===== src/rtl/mmbd_pkg.sv =====
// mmbd_pkg: shared constants, access codes and structs of the memory bus decoder
// no dependencies; imported by every module of the block

package mmbd_pkg;

    // address map
    localparam logic [31:0] DATA_BASE  = 32'h2000_0000;
    localparam logic [31:0] INSTR_BASE = 32'h1000_0000;
    localparam logic [31:0] GETC_BASE  = 32'h3000_0000;
    localparam logic [31:0] PUTC_BASE  = 32'h3000_0004;

    // ram sizes in bytes and derived widths
    localparam int unsigned DATA_BYTES  = 65536;
    localparam int unsigned INSTR_BYTES = 65536;
    localparam int DATA_AW  = $clog2(DATA_BYTES);
    localparam int INSTR_AW = $clog2(INSTR_BYTES);
    localparam int DATA_IW  = DATA_AW - 2;
    localparam int INSTR_IW = INSTR_AW - 2;
    localparam int DATA_WORDS  = DATA_BYTES / 4;
    localparam int INSTR_WORDS = INSTR_BYTES / 4;
    localparam int ICNT_W = INSTR_AW + 1;

    // access codes
    localparam logic [2:0] FN_RD_WORD = 3'd0;
    localparam logic [2:0] FN_RD_HALF = 3'd1;
    localparam logic [2:0] FN_RD_BYTE = 3'd2;
    localparam logic [2:0] FN_WR_WORD = 3'd3;
    localparam logic [2:0] FN_WR_HALF = 3'd4;
    localparam logic [2:0] FN_WR_BYTE = 3'd5;
    localparam logic [2:0] FN_LOAD    = 3'd6;
    localparam logic [2:0] FN_FETCH   = 3'd7;

    // status codes
    localparam logic [2:0] ST_OK       = 3'd0;
    localparam logic [2:0] ST_RANGE    = 3'd1;
    localparam logic [2:0] ST_PROG_BIG = 3'd2;
    localparam logic [2:0] ST_PC_ALIGN = 3'd3;
    localparam logic [2:0] ST_PC_RANGE = 3'd4;

    // access size
    localparam logic [1:0] SZ_WORD = 2'd0;
    localparam logic [1:0] SZ_HALF = 2'd1;
    localparam logic [1:0] SZ_BYTE = 2'd2;

    // where the read data of a word comes from
    localparam logic [1:0] SRC_CONST = 2'd0;
    localparam logic [1:0] SRC_DATA  = 2'd1;
    localparam logic [1:0] SRC_INSTR = 2'd2;

    // memory side of one decoded access
    typedef struct packed {
        logic                d_rd;
        logic                d_wr;
        logic [3:0]          d_be;
        logic [DATA_IW-1:0]  d_idx;
        logic [31:0]         wdata;
        logic                i_rd;
        logic                i_load;
        logic [INSTR_IW-1:0] i_idx;
    } mmbd_mem_req_t;

    // result side of one decoded access
    typedef struct packed {
        logic [1:0]  src;
        logic [1:0]  size;
        logic [1:0]  off;
        logic [31:0] rdata;
        logic [2:0]  status;
        logic        taken;
        logic        ovalid;
        logic [7:0]  ochar;
    } mmbd_res_t;

endpackage


===== src/rtl/mmbd_decode.sv =====
// mmbd_decode: address decode, alignment and range checks of one access
// depends on mmbd_pkg

module mmbd_decode (
    input  logic [2:0]                   func,
    input  logic [31:0]                  address,
    input  logic [31:0]                  write_data,
    input  logic [7:0]                   in_char,
    input  logic                         in_eof,
    input  logic [mmbd_pkg::ICNT_W-1:0]  icount,
    output mmbd_pkg::mmbd_res_t          res,
    output mmbd_pkg::mmbd_mem_req_t      mreq
);
    import mmbd_pkg::*;

    logic [1:0]  size;
    logic [1:0]  off;
    logic [1:0]  lane;
    logic        aligned;
    logic        getc_hit;
    logic        putc_hit;
    logic [32:0] d_diff;
    logic [32:0] i_diff;
    logic        d_in;
    logic        i_ge;
    logic        i_in;
    logic        i_loaded;
    logic        room;

    assign off      = address[1:0];
    assign getc_hit = address[31:2] == GETC_BASE[31:2];
    assign putc_hit = address[31:2] == PUTC_BASE[31:2];
    assign d_diff   = {1'b0, address} - {1'b0, DATA_BASE};
    assign i_diff   = {1'b0, address} - {1'b0, INSTR_BASE};
    assign d_in     = !d_diff[32] && (d_diff[31:0] < 32'(DATA_BYTES));
    assign i_ge     = !i_diff[32];
    assign i_in     = i_ge && (i_diff[31:0] < 32'(INSTR_BYTES));
    assign i_loaded = i_diff[31:0] < {{(32-ICNT_W){1'b0}}, icount};
    assign room     = {{(32-ICNT_W){1'b0}}, icount} < 32'(INSTR_BYTES);

    always_comb
    begin
        unique case (func) inside
            FN_RD_WORD, FN_WR_WORD, FN_LOAD, FN_FETCH:
            begin
                size = SZ_WORD;
                lane = 2'd0;
            end
            FN_RD_HALF, FN_WR_HALF:
            begin
                size = SZ_HALF;
                lane = 2'd2;
            end
            default:
            begin
                size = SZ_BYTE;
                lane = 2'd3;
            end
        endcase
        aligned = (size == SZ_WORD) ? (off == 2'd0) :
                  (size == SZ_HALF) ? !off[0] : 1'b1;
    end

    always_comb
    begin
        res        = '0;
        res.src    = SRC_CONST;
        res.size   = size;
        res.off    = off;
        res.status = ST_OK;
        mreq       = '0;
        mreq.d_idx = d_diff[DATA_AW-1:2];
        mreq.i_idx = i_diff[INSTR_AW-1:2];
        mreq.wdata = write_data;

        unique case (func) inside
            FN_RD_WORD, FN_RD_HALF, FN_RD_BYTE:
            begin
                if (getc_hit && off == lane)
                begin
                    if (in_eof)
                        res.rdata = 32'hFFFF_FFFF;
                    else
                    begin
                        res.rdata = {24'd0, in_char};
                        res.taken = 1'b1;
                    end
                end
                else if (getc_hit && off < lane && (size == SZ_BYTE || off == 2'd0))
                begin
                    // dead lane: consumes, reads zero; eof gives ones
                    if (in_eof)
                        res.rdata = (size == SZ_HALF) ? 32'h0000_FFFF : 32'h0000_00FF;
                    else
                        res.taken = 1'b1;
                end
                else if (aligned && d_in)
                begin
                    res.src   = SRC_DATA;
                    mreq.d_rd = 1'b1;
                end
                else if (aligned && i_in)
                begin
                    if (i_loaded)
                    begin
                        res.src   = SRC_INSTR;
                        mreq.i_rd = 1'b1;
                    end
                end
                else
                    res.status = ST_RANGE;
            end
            FN_WR_WORD, FN_WR_HALF, FN_WR_BYTE:
            begin
                if (putc_hit && off == lane)
                begin
                    res.ovalid = 1'b1;
                    res.ochar  = write_data[7:0];
                end
                else if (putc_hit && off < lane && (size == SZ_BYTE || off == 2'd0))
                    res.ovalid = 1'b1;
                else if (aligned && d_in)
                begin
                    mreq.d_wr = 1'b1;
                    case (size)
                        SZ_WORD:
                        begin
                            mreq.d_be  = 4'b1111;
                            mreq.wdata = write_data;
                        end
                        SZ_HALF:
                        begin
                            mreq.d_be  = off[1] ? 4'b0011 : 4'b1100;
                            mreq.wdata = {2{write_data[15:0]}};
                        end
                        default:
                        begin
                            mreq.wdata = {4{write_data[7:0]}};
                            case (off)
                                2'd0:    mreq.d_be = 4'b1000;
                                2'd1:    mreq.d_be = 4'b0100;
                                2'd2:    mreq.d_be = 4'b0010;
                                default: mreq.d_be = 4'b0001;
                            endcase
                        end
                    endcase
                end
                else
                    res.status = ST_RANGE;
            end
            FN_LOAD:
            begin
                if (room)
                    mreq.i_load = 1'b1;
                else
                    res.status = ST_PROG_BIG;
            end
            default:
            begin
                // instruction fetch
                if (off == 2'd0 && i_ge)
                begin
                    if (i_loaded)
                    begin
                        res.src   = SRC_INSTR;
                        mreq.i_rd = 1'b1;
                    end
                    else if (!i_in)
                        res.status = ST_PC_RANGE;
                end
                else
                    res.status = ST_PC_ALIGN;
            end
        endcase
    end

endmodule


===== config.mk =====
export PLATFORM = sky130hd
export DESIGN_NAME = mmbd_decode
export DESIGN_NICKNAME = d
export VERILOG_FILES = /design/src/rtl/mmbd_pkg.sv /design/src/rtl/mmbd_decode.sv
export SDC_FILE = /design/constraint.sdc
export NUM_CORES = 1
export LEC_CHECK = 0
export BUFFER_PORTS_ARGS = -buffer_cell sky130_fd_sc_hd__buf_2
export CELL_PAD_IN_SITES_DETAIL_PLACEMENT = 1
export CELL_PAD_IN_SITES_GLOBAL_PLACEMENT = 2
export CORE_ASPECT_RATIO = 0.6
export CORE_MARGIN = 2
export CORE_UTILIZATION = 15
export DETAILED_ROUTE_END_ITERATION = 12
export GPL_ROUTABILITY_DRIVEN = 0
export GPL_TIMING_DRIVEN = 0
export MAX_ROUTING_LAYER = met4
export PLACE_DENSITY_LB_ADDON = 0.1
export SLEW_MARGIN = 20
export SYNTH_ARGS = -nofsm -noshare
export SYNTH_HDL_FRONTEND = slang
export SYNTH_SLANG_ARGS = --single-unit

===== constraint.sdc =====
create_clock -name vclk -period 2.6
set_clock_uncertainty 0.1 [all_clocks]
set_input_delay 0.26 -clock vclk [all_inputs]
set_output_delay 0.26 -clock vclk [all_outputs]
set_load 0.02 [all_outputs]

# ---- Word-level counts from Yosys, hierarchy flattened
# Index checks and enable logic that the tools add are counted.
dict set report word_totals {
  ff_bits 0
  in_bits 93
  ramBits 0
  elab_cells 106
  mem_count 0
  latchBits 0
  mem_bits_ro 0
  output_inout_bits 119
}
dict set report classes {
  n_mul 0
  bitwise 0
  add_sub_neg 2
  eq_ne 14
  n_shift 0
  n_mux 62
  n_reduce_logical 23
  div_mod_pow 0
  magnitude_cmp 5
}
# op count
set ops {}
lappend ops {{$mux 32} 8}
lappend ops {{$lt 32x17->1 const B} 2}
lappend ops {{$pmux 32 s2} 1}
lappend ops {{$eq 30x28->1 const B} 2}
lappend ops {{$sub 32x29->33 const B} 1}
lappend ops {{$sub 32x30->33 const B} 1}
lappend ops {{$lt 32x17->1} 1}
lappend ops {{$mux 16} 2}
lappend ops {{$mux 1} 24}
lappend ops {{$mux 5} 4}
lappend ops {{$mux 3} 6}
lappend ops {{$lt 17x17->1 const B} 1}
lappend ops {{$mux 2} 7}
lappend ops {{$eq 3x3->1 const B} 4}
lappend ops {{$pmux 2 s2} 3}
lappend ops {{$pmux 4 s3} 1}
lappend ops {{$logic_and 1x1->1} 11}
lappend ops {{$mux 9} 1}
lappend ops {{$pmux 3 s3} 1}
lappend ops {{$mux 8} 1}
lappend ops {{$pmux 4 s2} 1}
lappend ops {{$reduce_or 4->1} 2}
lappend ops {{$eq 3x2->1 const B} 2}
lappend ops {{$reduce_or 3->1} 2}
lappend ops {{other kinds (12)} 17}

# ---- Longest topological paths before layout
dict set report depth {
  word_depth 12
  ltp_mapped 11
  ltp_nobuf 10
}

# ---- Worst setup path after synthesis
# No wires, ideal clock.
dict set report synth_path {
  path_kind {input to output}
  from {input port func[0]}
  to {output port res[30] (netlist bit)}
  path_slack_ns -0.539
  required_ns 2.240
  stages 8
  t_arrival_ns 2.779
  cell_sequence {buf_2 and3b_2 or2_2 clkbuf_1 ha_1 nand2_1 nor2_1 buf_4}
}
# element line
set synth_lines {}
lappend synth_lines {{start: declaration} mmbd_decode.sv:5} ;# input logic [2:0] func,
lappend synth_lines {{end: declaration} mmbd_decode.sv:11} ;# output mmbd_pkg::mmbd_res_t res,

==> flow_summary.toml <==
[floorplan]
die_x_um = 156
initial_core_util_pct = 15.3
row_count = 33
io_pins = 212
core_area_um2 = 13600
die_h_um = 95.0
dieArea_um2 = 14800

[sta]
worst_slew_pin_slew_ps = 576
setup_slack_ps = 70.0
fin_crit_sh_pct = 97.3
setup_viol = 0
finalHoldViolCount = 0
slew_headroom_pct = 61.6
period_minus_slack_ps = 2530
fmax_mhz = 395
drv_slew = 0
grt_setup_unrepaired = "true"

[global_route]
grt_max_degree = 17
antenna_found_initial = 0
first_global_vias = 2736
grt.overflow.total = 0
grt_pass1_wl_mm = 14.6
grt.total_usage_pct = 12.4

[synth]
netlist_instances = 284
seq_area_frac_synth_pct = 0
synth_area_um2 = 2070
yosysTopAreaCellShare_pct = 22.5
syn-num-nets = 397
yosysWarnings = 0
synth_top_cell_by_area = "buf_4"
ys_types = 55
synth.most_common_cell = "buf_4"
synthTopCellsByCount = "buf_4 (62), inv_1 (24), ha_1 (20)"
synthTopCellsByArea = "buf_4 (22%), ha_1 (12%), mux2_2 (8.2%)"
synth.avg_cell_area_um2 = 7.30

[min_path]
hold_path.class = "in2out"

[cells_and_area]
area_delta_synth_final_pct = 95.7
fin_nets = 641
final_layout_size_suffix_gt1_share_pct = 70.9
register_area_um2 = 0
diodes = 0
nFlopsAndLatches = 0
n_clock_buffer = 0
finish.utilization_pct = 29.8

[drt]
drt_first_iter_violations = 49
vias_per_cell = 4.13
drtAntennaViolNets = 0
drt_wl_total_mm = 9.99
routedWlPerCell_um = 14.2
dr.pass1.iters = 4
vias = 2896
drc = 0

[pwr]
p_leak_nw = 2.24
power_density_nw_per_um2 = 144
ir_drop_uv = 47.3

[worst_setup_path]
cp-end-kind = "output port"
critPathLaunchType = "primary input"
worst_ep_arrival_time_ps = 2170
critPathMaxFanout = 4
cpMaxStageDelayCell = "ha_4"
slowest_delay_ps = 280
path_class = "in2out"
path_cells = "buf_8 -> buf_8 -> nor2_4 -> xnor2_4 -> inv_2 -> ha_4 -> nand2b_4 -> o311a_4 -> a21oi_4 -> o31ai_4 -> a221oi_2 -> o31a_1 -> buf_6"
cp_common_cell = "buf_8"
required_ps = 2240

[place]
port_buffers = 211
place_ws_ps = -632
hpwl_mm = 8.42

[outcome]
status = "finished clean"

[run]
maxCapViolCount = 0
==> cell type report <==
class                      count  area (µm²)
fill                        1706        9530
timing repair buffer         244        1430
multi-input combinational    191        1790
inverter                      24        97.6
tap                          175         219
buffer                        67         518
==> through the flow <==
step / hold WS [ps] / power, mW / std cells / setup TNS, ps / area [µm²]
after detailed placement: 731 / 0.471 / 670 / -20690 / 3390
after floorplan: 509 / 0.276 / 284 / 0 / 2110
after CTS: 728 / 0.548 / 689 / -333 / 3770
after global routing: 740 / 0.640 / 701 / -223 / 4050
final: 721 / 0.586 / 701 / 0 / 4050
after global placement: 722 / 0.467 / 670 / -18150 / 3390
==> per-layer routing <==
layer	up-vias	GRT usage (%)	wire length (µm)
met2	104	19.7	4470
met5	-	-	0
li1	1441	-	-
met4	0	0.153	12
met1	1349	18.4	4950
met3	2	0.909	545
==> where the power goes <==
part           internal, mW  total (mW)  switching (mW)
logic                 0.278       0.586           0.308
clock network             0           0               0
registers                 0           0               0
total                 0.278       0.586           0.308
==> worst paths after layout <==
check / from / endpoint / slack [ps] / depth (start not counted)
setup / recovery: func[2] / res[10] / 70 / 13
hold / removal: in_char[0] / res[13] / 720 / 3
==> worst max-delay path: cells and delay by family <==
family                     cells  cell delay, ps
AOI/OAI and AO/OA              5             860
buffers and inverters          4             430
adders and majority gates      1             280
and+or+nand+nor                2             190
xor gates and xnor gates       1             140
==> cells by family after synthesis <==
family          synth area share (%)
buf+inv                         29.0
simple gates                    27.0
compound gates                  21.0
fa+ha+maj                       12.1
mux                             9.60
xor+xnor                        1.27
==> what timing repair did <==
| action | CTS | global route |
|---|---|---|
| setup buffers | 19 | 14 |
| resized for setup | 48 | 56 |
| hold buffers | 0 | 0 |
| pin swaps | 17 | 23 |
| endpoints found under the setup margin | 75 | 67 |
==> layout by cell type, fill, tap and decap left out, drive strengths merged, types with 3 or more instances in the layout <==
| cell type | count |
|---|---|
| a22oi | 8 |
| nor2 | 13 |
| inv | 24 |
| o21a | 9 |
| and4 | 3 |
| nand3 | 4 |
| ha | 20 |
| xnor2 | 3 |
| mux2 | 17 |
| and3 | 3 |
| buf | 309 |
| nand4 | 6 |
| nand2 | 21 |
| nand2b | 4 |
| o21ai | 5 |
| nor3 | 8 |
| and2 | 9 |
| o2bb2ai | 8 |
| nor4 | 9 |
| a21oi | 14 |
(Power assumes the default switching activity.)
